<file path="src/design/clnf_pkg.sv">
// ============================================================================
// clnf_pkg - shared types and constants of the character LCD number formatter
// Request and result words, the job descriptor passed from the front end to
// the back end, operation codes, display byte constants and small helpers.
// ============================================================================
package clnf_pkg;

    // Default number of decimal digits kept by the BCD converter.
    localparam int MAX_DIGITS_DEF = 5;
    // Width of the binary value fed to the BCD converter.
    localparam int VALUE_W        = 16;
    // Depth of the job queue between front end and back end.
    localparam int QDEPTH         = 2;

    // Request operation codes.
    localparam logic [2:0] OP_INIT = 3'd0;
    localparam logic [2:0] OP_CHAR = 3'd1;
    localparam logic [2:0] OP_UDEC = 3'd2;
    localparam logic [2:0] OP_SDEC = 3'd3;
    localparam logic [2:0] OP_BIN  = 3'd4;
    localparam logic [2:0] OP_HEX  = 3'd5;

    // Display bytes.
    localparam logic [7:0] CMD_FUNC_SET  = 8'h38;
    localparam logic [7:0] CMD_DISP_ON   = 8'h0C;
    localparam logic [7:0] CMD_ENTRY     = 8'h06;
    localparam logic [7:0] CMD_CLEAR     = 8'h01;
    localparam logic [7:0] CMD_DDRAM     = 8'h80;
    localparam logic [7:0] ROW2_OFFSET   = 8'h40;
    localparam logic [7:0] COL_MINUS_ONE = 8'hFF;
    localparam logic [7:0] CH_ZERO       = 8'h30;
    localparam logic [7:0] CH_A          = 8'h41;
    localparam logic [7:0] CH_PLUS       = 8'h2B;
    localparam logic [7:0] CH_MINUS      = 8'h2D;
    localparam logic [7:0] CH_X          = 8'h58;

    // Request word.
    typedef struct packed {
        logic [2:0]  op;
        logic [1:0]  row;
        logic [4:0]  col;
        logic [15:0] value;
        logic [2:0]  digit_count;
        logic [7:0]  char_code;
    } t_req;

    // Result word.
    typedef struct packed {
        logic       is_data;
        logic [7:0] bus_byte;
        logic       last;
    } t_res;

    // Kind of body that the back end emits after the optional cursor command.
    typedef enum logic [2:0] {
        K_INIT,
        K_CHAR,
        K_UDEC,
        K_SDEC,
        K_BIN,
        K_HEX
    } t_kind;

    // Classified job; the decimal digits travel beside it.
    typedef struct packed {
        t_kind      kind;
        logic       cursor_en;
        logic [7:0] cursor_byte;
        logic [3:0] len;
        logic [7:0] ch;
        logic [7:0] lowb;
        logic       neg;
    } t_job;

    // ASCII for one uppercase hex digit.
    function automatic logic [7:0] hex_char(input logic [3:0] nib);
        logic [7:0] r;
        if (nib >= 4'd10) begin
            r = CH_A + {4'd0, nib} - 8'd10;
        end else begin
            r = CH_ZERO + {4'd0, nib};
        end
        return r;
    endfunction

    // The four setup commands of the init request, in order.
    function automatic logic [7:0] init_byte(input logic [1:0] idx);
        logic [7:0] r;
        case (idx)
            2'd0:    r = CMD_FUNC_SET;
            2'd1:    r = CMD_DISP_ON;
            2'd2:    r = CMD_ENTRY;
            default: r = CMD_CLEAR;
        endcase
        return r;
    endfunction

endpackage

</file>
<file path="src/design/clnf_front.sv">
// ============================================================================
// clnf_front - request intake, classification and BCD conversion
// Takes a request word, turns it into a job descriptor and, for decimal
// requests, converts the magnitude to packed BCD by shift-and-add-3.
// ============================================================================
module clnf_front #(
    parameter int MAX_DIGITS = clnf_pkg::MAX_DIGITS_DEF
) (
    input  logic                        i_clk,
    input  logic                        i_rst_n,
    input  logic                        i_start,
    input  clnf_pkg::t_req              i_req,
    output logic                        o_busy,
    input  logic                        i_q_full,
    output logic                        o_push,
    output clnf_pkg::t_job              o_job,
    output logic [MAX_DIGITS-1:0][3:0]  o_bcd
);

    localparam int CNTW = $clog2(clnf_pkg::VALUE_W + 1);
    localparam int BCDW = MAX_DIGITS * 4;

    typedef enum logic {
        S_IDLE,
        S_CONV
    } t_state;

    t_state                         r_state;
    clnf_pkg::t_job                 r_job;
    logic [clnf_pkg::VALUE_W-1:0]   r_bin;
    logic [MAX_DIGITS-1:0][3:0]     r_bcd;
    logic [CNTW-1:0]                r_cnt;

    clnf_pkg::t_job                 n_job;
    logic [MAX_DIGITS-1:0][3:0]     n_bcd;
    logic [MAX_DIGITS-1:0][3:0]     adj;
    logic [clnf_pkg::VALUE_W-1:0]   mag;
    logic [2:0]                     ndig;
    logic                           accept;
    logic                           is_dec;
    logic                           conv_done;
    logic                           direct_push;

    assign accept    = i_start && !o_busy;
    assign o_busy    = (r_state != S_IDLE) || i_q_full;
    assign conv_done = (r_state == S_CONV) && (r_cnt == CNTW'(clnf_pkg::VALUE_W));

    // Classification of the incoming request.
    always_comb begin
        n_job             = '0;
        n_job.kind        = clnf_pkg::K_INIT;
        n_job.ch          = i_req.char_code;
        n_job.lowb        = i_req.value[7:0];
        n_job.neg         = (i_req.op == clnf_pkg::OP_SDEC) && i_req.value[15];
        n_job.cursor_en   = (i_req.op != clnf_pkg::OP_INIT) && (i_req.op <= clnf_pkg::OP_HEX)
                            && ((i_req.row == 2'd1) || (i_req.row == 2'd2));
        n_job.cursor_byte = clnf_pkg::CMD_DDRAM | ({3'd0, i_req.col}
                            + clnf_pkg::COL_MINUS_ONE
                            + ((i_req.row == 2'd2) ? clnf_pkg::ROW2_OFFSET : 8'd0));

        if ({1'b0, i_req.digit_count} > 4'(MAX_DIGITS)) begin
            ndig = 3'(MAX_DIGITS);
        end else begin
            ndig = i_req.digit_count;
        end

        case (i_req.op)
            clnf_pkg::OP_INIT: begin
                n_job.kind = clnf_pkg::K_INIT;
                n_job.len  = 4'd4;
            end
            clnf_pkg::OP_CHAR: begin
                n_job.kind = clnf_pkg::K_CHAR;
                n_job.len  = 4'd1;
            end
            clnf_pkg::OP_UDEC: begin
                n_job.kind = clnf_pkg::K_UDEC;
                n_job.len  = {1'b0, ndig};
            end
            clnf_pkg::OP_SDEC: begin
                n_job.kind = clnf_pkg::K_SDEC;
                n_job.len  = {1'b0, ndig} + 4'd1;
            end
            clnf_pkg::OP_BIN: begin
                n_job.kind = clnf_pkg::K_BIN;
                n_job.len  = 4'd8;
            end
            clnf_pkg::OP_HEX: begin
                n_job.kind = clnf_pkg::K_HEX;
                n_job.len  = 4'd4;
            end
            default: begin
                // Unused codes produce no writes at all.
                n_job.len       = 4'd0;
                n_job.cursor_en = 1'b0;
            end
        endcase

        is_dec = ((i_req.op == clnf_pkg::OP_UDEC) || (i_req.op == clnf_pkg::OP_SDEC))
                 && (ndig != 3'd0);
        mag    = n_job.neg ? (~i_req.value + 16'd1) : i_req.value;
    end

    // One shift-and-add-3 step; digits shifted out of the top are dropped,
    // which keeps the value modulo 10^MAX_DIGITS.
    always_comb begin
        for (int d = 0; d < MAX_DIGITS; d++) begin
            adj[d] = (r_bcd[d] >= 4'd5) ? (r_bcd[d] + 4'd3) : r_bcd[d];
        end
        n_bcd = BCDW'({adj, r_bin[clnf_pkg::VALUE_W-1]});
    end

    assign direct_push = accept && !is_dec && (n_job.cursor_en || (n_job.len != 4'd0));
    assign o_push      = direct_push || conv_done;
    assign o_job       = conv_done ? r_job : n_job;
    assign o_bcd       = conv_done ? r_bcd : '0;

    always_ff @(posedge i_clk) begin
        if (!i_rst_n) begin
            r_state <= S_IDLE;
            r_cnt   <= '0;
        end else begin
            case (r_state)
                S_IDLE: begin
                    if (accept && is_dec) begin
                        r_state <= S_CONV;
                        r_cnt   <= '0;
                    end
                end
                S_CONV: begin
                    if (conv_done) begin
                        r_state <= S_IDLE;
                    end else begin
                        r_cnt <= r_cnt + 1'b1;
                    end
                end
                default: r_state <= S_IDLE;
            endcase
        end

        if (accept && is_dec) begin
            r_job <= n_job;
            r_bin <= mag;
            r_bcd <= '0;
        end else if ((r_state == S_CONV) && !conv_done) begin
            r_bin <= {r_bin[clnf_pkg::VALUE_W-2:0], 1'b0};
            r_bcd <= n_bcd;
        end
    end

endmodule

</file>
<file path="src/design/clnf_queue.sv">
// ============================================================================
// clnf_queue - short job queue between front end and back end
// Holds classified jobs together with their decimal digits in order.
// ============================================================================
module clnf_queue #(
    parameter int MAX_DIGITS = clnf_pkg::MAX_DIGITS_DEF
) (
    input  logic                        i_clk,
    input  logic                        i_rst_n,
    input  logic                        i_push,
    input  clnf_pkg::t_job              i_job,
    input  logic [MAX_DIGITS-1:0][3:0]  i_bcd,
    input  logic                        i_pop,
    output logic                        o_full,
    output logic                        o_empty,
    output clnf_pkg::t_job              o_job,
    output logic [MAX_DIGITS-1:0][3:0]  o_bcd
);

    localparam int AW = (clnf_pkg::QDEPTH > 1) ? $clog2(clnf_pkg::QDEPTH) : 1;
    localparam int CW = $clog2(clnf_pkg::QDEPTH + 1);

    clnf_pkg::t_job              r_job_q [clnf_pkg::QDEPTH];
    logic [MAX_DIGITS-1:0][3:0]  r_bcd_q [clnf_pkg::QDEPTH];
    logic [AW-1:0]               r_wptr;
    logic [AW-1:0]               r_rptr;
    logic [CW-1:0]               r_count;

    assign o_full  = (r_count == CW'(clnf_pkg::QDEPTH));
    assign o_empty = (r_count == '0);
    assign o_job   = r_job_q[r_rptr];
    assign o_bcd   = r_bcd_q[r_rptr];

    always_ff @(posedge i_clk) begin
        if (!i_rst_n) begin
            r_wptr  <= '0;
            r_rptr  <= '0;
            r_count <= '0;
        end else begin
            if (i_push) begin
                r_wptr <= (r_wptr == AW'(clnf_pkg::QDEPTH - 1)) ? '0 : r_wptr + 1'b1;
            end
            if (i_pop) begin
                r_rptr <= (r_rptr == AW'(clnf_pkg::QDEPTH - 1)) ? '0 : r_rptr + 1'b1;
            end
            if (i_push && !i_pop) begin
                r_count <= r_count + 1'b1;
            end else if (i_pop && !i_push) begin
                r_count <= r_count - 1'b1;
            end
        end

        if (i_push) begin
            r_job_q[r_wptr] <= i_job;
            r_bcd_q[r_wptr] <= i_bcd;
        end
    end

endmodule

</file>
<file path="src/design/clnf_back.sv">
// ============================================================================
// clnf_back - display write sequencer
// Takes jobs from the queue and, while one is active, emits one registered
// bus word per cycle: optional cursor command, body bytes, last one marked.
// ============================================================================
module clnf_back #(
    parameter int MAX_DIGITS = clnf_pkg::MAX_DIGITS_DEF
) (
    input  logic                        i_clk,
    input  logic                        i_rst_n,
    input  logic                        i_empty,
    input  clnf_pkg::t_job              i_job,
    input  logic [MAX_DIGITS-1:0][3:0]  i_bcd,
    output logic                        o_pop,
    output logic                        o_res_valid,
    output clnf_pkg::t_res              o_res
);

    localparam int KW = (MAX_DIGITS > 1) ? $clog2(MAX_DIGITS) : 1;

    logic                        r_active;
    logic                        r_cur_pend;
    logic [3:0]                  r_idx;
    clnf_pkg::t_job              r_job;
    logic [MAX_DIGITS-1:0][3:0]  r_bcd;
    logic                        r_valid;
    clnf_pkg::t_res              r_res;

    logic [3:0]                  k_full;
    logic [KW-1:0]               k;
    logic [7:0]                  body;
    clnf_pkg::t_res              n_res;
    logic                        done;

    always_comb begin
        // Digit position counted from the least significant digit.
        k_full = r_job.len - 4'd1 - r_idx;
        k      = k_full[KW-1:0];

        case (r_job.kind)
            clnf_pkg::K_INIT: body = clnf_pkg::init_byte(r_idx[1:0]);
            clnf_pkg::K_CHAR: body = r_job.ch;
            clnf_pkg::K_UDEC: body = clnf_pkg::CH_ZERO + {4'd0, r_bcd[k]};
            clnf_pkg::K_SDEC: begin
                if (r_idx == 4'd0) begin
                    body = r_job.neg ? clnf_pkg::CH_MINUS : clnf_pkg::CH_PLUS;
                end else begin
                    body = clnf_pkg::CH_ZERO + {4'd0, r_bcd[k]};
                end
            end
            clnf_pkg::K_BIN: body = clnf_pkg::CH_ZERO + {7'd0, r_job.lowb[3'(4'd7 - r_idx)]};
            clnf_pkg::K_HEX: begin
                case (r_idx[1:0])
                    2'd0:    body = clnf_pkg::CH_ZERO;
                    2'd1:    body = clnf_pkg::CH_X;
                    2'd2:    body = clnf_pkg::hex_char(r_job.lowb[7:4]);
                    default: body = clnf_pkg::hex_char(r_job.lowb[3:0]);
                endcase
            end
            default: body = clnf_pkg::CH_ZERO;
        endcase

        if (r_cur_pend) begin
            n_res.is_data  = 1'b0;
            n_res.bus_byte = r_job.cursor_byte;
            n_res.last     = (r_job.len == 4'd0);
        end else begin
            n_res.is_data  = (r_job.kind != clnf_pkg::K_INIT);
            n_res.bus_byte = body;
            n_res.last     = (r_idx == r_job.len - 4'd1);
        end
    end

    assign done        = r_active && n_res.last;
    assign o_pop       = !i_empty && (!r_active || done);
    assign o_res_valid = r_valid;
    assign o_res       = r_res;

    always_ff @(posedge i_clk) begin
        if (!i_rst_n) begin
            r_active <= 1'b0;
            r_valid  <= 1'b0;
        end else begin
            r_valid <= r_active;
            if (o_pop) begin
                r_active <= 1'b1;
            end else if (done) begin
                r_active <= 1'b0;
            end
        end

        r_res <= n_res;
        if (o_pop) begin
            r_job      <= i_job;
            r_bcd      <= i_bcd;
            r_idx      <= '0;
            r_cur_pend <= i_job.cursor_en;
        end else if (r_active) begin
            if (r_cur_pend) begin
                r_cur_pend <= 1'b0;
            end else begin
                r_idx <= r_idx + 4'd1;
            end
        end
    end

endmodule

</file>
<file path="src/design/char_lcd_number_formatter_core.sv">
// ============================================================================
// char_lcd_number_formatter_core - HD44780 write sequencer with formatting
// Turns each request into a run of display bus words (command or data bytes)
// for a character LCD, including decimal, binary and hex number formatting.
// ============================================================================
// A request is taken at a rising edge where i_start is high and o_busy is
// low. Each bus word appears on o_res for exactly one cycle, marked by
// o_res_valid, and must be captured then: the output side cannot be stalled.
// The last word of every request has o_res.last set. Init emits 0x38, 0x0C,
// 0x06 and 0x01; other requests emit a cursor command for row 1 or 2 and then
// a character, decimal digits (with a sign for the signed form), eight binary
// digits or "0X" and two hex digits. Unused op codes, and an unsigned decimal
// request with no digits and no cursor, produce no words at all. Words come
// out one per cycle while a job is being sent. A request that needs no
// conversion passes through the job queue, the back end's job register and
// its output register before its first word appears. Decimal requests first
// pass through the front-end BCD converter (one shift-and-add-3 step per bit
// of the 16-bit magnitude) before they are queued for the back end. The
// front end and back end are joined by a two-entry job queue, so a new
// request is taken while earlier words are still being sent; o_busy is high
// during a conversion and while the queue is full. A request emits up to
// nine words.
// ============================================================================
module char_lcd_number_formatter_core #(
    parameter int MAX_DIGITS = clnf_pkg::MAX_DIGITS_DEF
) (
    input  logic            i_clk,
    input  logic            i_rst_n,
    input  logic            i_start,
    input  clnf_pkg::t_req  i_req,
    output logic            o_busy,
    output logic            o_res_valid,
    output clnf_pkg::t_res  o_res
);

    // Front end to queue.
    logic                        push;
    clnf_pkg::t_job              push_job;
    logic [MAX_DIGITS-1:0][3:0]  push_bcd;

    // Queue to back end.
    logic                        q_full;
    logic                        q_empty;
    logic                        pop;
    clnf_pkg::t_job              head_job;
    logic [MAX_DIGITS-1:0][3:0]  head_bcd;

    // Accepts requests, classifies them and converts decimal magnitudes.
    clnf_front #(
        .MAX_DIGITS (MAX_DIGITS)
    ) u_front (
        .i_clk    (i_clk),
        .i_rst_n  (i_rst_n),
        .i_start  (i_start),
        .i_req    (i_req),
        .o_busy   (o_busy),
        .i_q_full (q_full),
        .o_push   (push),
        .o_job    (push_job),
        .o_bcd    (push_bcd)
    );

    // Lets the front end take the next request while words are still going out.
    clnf_queue #(
        .MAX_DIGITS (MAX_DIGITS)
    ) u_queue (
        .i_clk   (i_clk),
        .i_rst_n (i_rst_n),
        .i_push  (push),
        .i_job   (push_job),
        .i_bcd   (push_bcd),
        .i_pop   (pop),
        .o_full  (q_full),
        .o_empty (q_empty),
        .o_job   (head_job),
        .o_bcd   (head_bcd)
    );

    // Emits the bus words of each job, one per cycle.
    clnf_back #(
        .MAX_DIGITS (MAX_DIGITS)
    ) u_back (
        .i_clk       (i_clk),
        .i_rst_n     (i_rst_n),
        .i_empty     (q_empty),
        .i_job       (head_job),
        .i_bcd       (head_bcd),
        .o_pop       (pop),
        .o_res_valid (o_res_valid),
        .o_res       (o_res)
    );

endmodule
</file>
<file path="config.mk">
export PLATFORM = sky130hd
export DESIGN_NAME = char_lcd_number_formatter_core
export DESIGN_NICKNAME = d
export VERILOG_FILES = /design/src/design/clnf_pkg.sv /design/src/design/clnf_front.sv /design/src/design/clnf_queue.sv /design/src/design/clnf_back.sv /design/src/design/char_lcd_number_formatter_core.sv
export SDC_FILE = /design/constraint.sdc
export NUM_CORES = 1
export LEC_CHECK = 0
export BUFFER_PORTS_ARGS = -buffer_cell sky130_fd_sc_hd__buf_4
export CORE_MARGIN = 5
export CORE_UTILIZATION = 55
export CTS_CLUSTER_SIZE = 20
export DETAILED_ROUTE_END_ITERATION = 8
export PLACE_DENSITY = 0.73
export RECOVER_POWER = 100
export SYNTH_ARGS = -nofsm -noshare
export SYNTH_HDL_FRONTEND = slang
export SYNTH_SLANG_ARGS = --single-unit
</file>
<file path="constraint.sdc">
create_clock -name i_clk -period 14.05 [get_ports i_clk]
set_input_delay 0.7025 -clock i_clk [delete_from_list [all_inputs] [get_ports i_clk]]
set_output_delay 0.7025 -clock i_clk [all_outputs]
set_load 0.05 [all_outputs]
</file>
==> metrics <==
Worst-Margin Slew=2990 ps; GPL Wtd Cong=0.822; violated checks=capacitance limit, slew limit; Placed Area=11800 µm²; max-cap viol count=6; Avg WL per Cell=17.0 µm; sw power=0.746 mW; Hold Path Stages=1; DRC viols=0; Req. time, crit path=14120 ps; Horiz. Die Dim=152 µm; Nets=1003; Final Util=62.5%; xor-xnor portion of the synthesized cell area=2.81%; R2R Setup Slk=8410 ps; drt first pass iters=5; post-synthesis sequential area ratio=63.6%; CORE AREA=20000 µm²; Top-Level Pins=52; Arr. time, crit path=5700 ps; hold_ws=391 ps; Post-synth EDFFs=204; Detailed Place HPWL=13600 µm; Antenna Nets Post-Route=0; Adder-Cell Fraction of Synth Area=3.79%; Final period util=40.1%; synthesized flop and latch total=251; initial antenna violation count=0; yosys synthesis warning count=0; P&R area growth vs syn=12.7%; Post-Route WL=20700 µm; cell count after synthesis=877; Leakage Power=4.58 nW; clock-pin slew on the worst setup and hold paths=60 ps; critical setup path kind=flip-flop to flip-flop; Rows=52; total negative slack=0 ps; Resized cells post-CTS=0; Comb power frac=25.3%; Cell Count Post-Placement=1172; PortBufs=51; Die Y=152 µm; Via Count=6677; internal power=1.69 mW; Simple-Gate Fraction of Synth Area=10.5%; mux contribution to synthesized area=7.24%; Tmin final=5640 ps; worst-path maximum fanout=52; worst reg2reg path depth=9; complex-gate fraction of the synthesized area=9.25%; violation count after the first detailed-route iteration=405; sequential group share of total power=45.7%; Worst-Skew Late Latency=520 ps; cell area power density=195 nW/µm²; Worst setup SP type=flip-flop; FFs w/ async S/R, synth=0%; Pwr Total=2.44 mW; Place WS=10410 ps; switching part of the total power=30.6%; largest family of logic cells by synthesized area=simple AND/OR/NAND/NOR gates; Worst IR Drop VDD=0.000101 V; first-pass GRT wire length=33600 µm; clk_skew=10.7 ps; syn_area_per_cell=12.7 µm²; RSZ-0062 raised after global routing=false; ant diodes=0; status=finished, violations left; Die Area=23100 µm²; non-filler instance count after layout=1219; mapped cell area=11100 µm²; clk buf depth=3; Post-Syn Nets=950; largest net degree at the start of global routing=56; Final Slew Violations=273; total grt overflow=0; share of cells above drive strength 1=11.6%; Via-to-Cell Ratio=5.48; postcts setup bufs=0; Most used DFF post-synth=edfxtp_1; endpoints failing hold=0; Initial Utilization=55.4%; Finished Cell Area=12500 µm²; final setup vio count=0; root buf cell=clkbuf_16; relative slew slack=-99.4%; Clock Sinks=251; TritonCTS clock tree=yes; count of different cell masters after synthesis=70; worst setup margin=8410 ps; gr usage total=17.7%; Worst setup EP type=flip-flop; worst hold path type=input port to flip-flop; FMAX=177 MHz; CTS H-Tree Depth=1; vias in the first global route=6475; Num CTS Buffers=26; Post-CTS Hold Fix Bufs=0; clock power share=28.9%
[area by class of cell]
class                      instances  area, µm²
multi-input combinational        543       3730
tap                              270        338
clock buffer                      34        722
sequential                       251       7070
inverter                          49        184
clock inverter                    13        173
timing repair buffer              59        304
fill                            1583       7520
[critical path: stages (launching register included)]
cell	delay (ps)
dfxtp_1	350
inv_1	70
ha_1	130
and4bb_1	470
and2_0	190
clkbuf_1	1150
or4_1	260
o32a_1	250
nor2b_2	170
clkbuf_1	2110
[placed cells by master (no fill, tap or decap), types with 3 or more instances in the layout]
cell,n
buf_4,18
inv_1,48
and3b_1,4
clkbuf_1,42
a211oi_1,6
a221o_1,3
and3_1,10
xnor2_1,22
clkbuf_16,27
mux2i_1,5
clkinv_2,5
bufinv_16,4
edfxtp_1,204
nor3_1,13
mux2_1,24
a22o_1,5
dfxtp_1,47
nor2_1,56
nor3b_1,6
o21ai_0,52
mux2_2,33
o211ai_1,4
or3_1,5
clkbuf_4,4
nand2_1,99
ha_1,32
nand4_1,3
a31oi_1,9
nor2b_1,6
mux4_2,5
o22ai_1,4
a41oi_1,4
nand3_1,18
a21oi_1,40
nand2b_1,14
a311oi_1,4
xor2_1,11
[worst paths after layout]
check / to / start
max: u_queue.r_bcd_q[0][7] / u_front.r_cnt[0]
min: u_front.r_job[9] / i_req[0]
max reg2reg: u_queue.r_bcd_q[0][7] / u_front.r_cnt[0]
min reg2reg: u_back.r_active / u_back.r_active
[cell usage after synthesis (all sizes together) (6+ instances only)]
master / number / area share, %
a211oi: 6 / 0.41
a21oi: 40 / 1.8
a31oi: 9 / 0.56
and3: 10 / 0.56
buf: 6 / 0.21
clkbuf: 28 / 0.95
dfxtp: 47 / 8.5
edfxtp: 204 / 55
ha: 32 / 3.6
inv: 48 / 1.6
mux2: 57 / 5.8
nand2: 99 / 3.3
nand2b: 14 / 0.79
nand3: 18 / 0.81
nor2: 57 / 1.9
nor2b: 7 / 0.39
nor3: 13 / 0.59
nor3b: 6 / 0.41
o21ai: 52 / 2.3
xnor2: 22 / 1.7
xor2: 11 / 0.87
[cell families after synthesis]
| logic type | after synthesis |
|---|---|
| and+or+nand+nor | 248 |
| buffers and inverters | 83 |
| AOI/OAI and AO/OA | 161 |
| xor gates and xnor gates | 34 |
| adders and majority gates | 33 |
| DFF | 251 |
| muxes | 67 |
[power groups by stage]
stage | clock (mW) | sequential [mW] | combinational, mW
6_report | 0.706 | 1.12 | 0.618
5_1_grt | 0.752 | 1.14 | 0.684
4_1_cts | 0.718 | 1.11 | 0.647
3_5_place_dp | 0 | 1.12 | 0.643
3_3_place_gp | 0 | 1.12 | 0.635
2_1_floorplan | 0 | 1.12 | 0.465
[per-layer routing]
layer / part of all wire (%) / global-route usage (%) / vias to the layer above / wire length, µm
met5: 0 / 0 / - / 0
met4: 2.0 / 4.84 / 0 / 412
met3: 5.9 / 2.84 / 37 / 1220
met2: 43 / 26.7 / 168 / 8970
met1: 49 / 26.8 / 3161 / 10100
li1: - / - / 3311 / -
[flip-flops by register name, indices dropped and copies added, names as in the netlist, named ones only]
signal / cells
u_back.r_job: 31
u_front.r_bcd: 20
u_front.r_bin: 16
u_back.r_bcd: 20
u_queue.r_bcd_q: 40
u_queue.r_count: 2
u_back.r_active: 1
u_front.r_state: 1
u_back.o_res: 10
u_back.o_res_valid: 1
u_front.r_job: 32
u_queue.r_rptr: 1
u_back.r_cur_pend: 1
u_queue.r_job_q: 64
u_back.r_idx: 4
u_queue.r_wptr: 1
u_front.r_cnt: 5
Power figures use the tool's default switching activity.
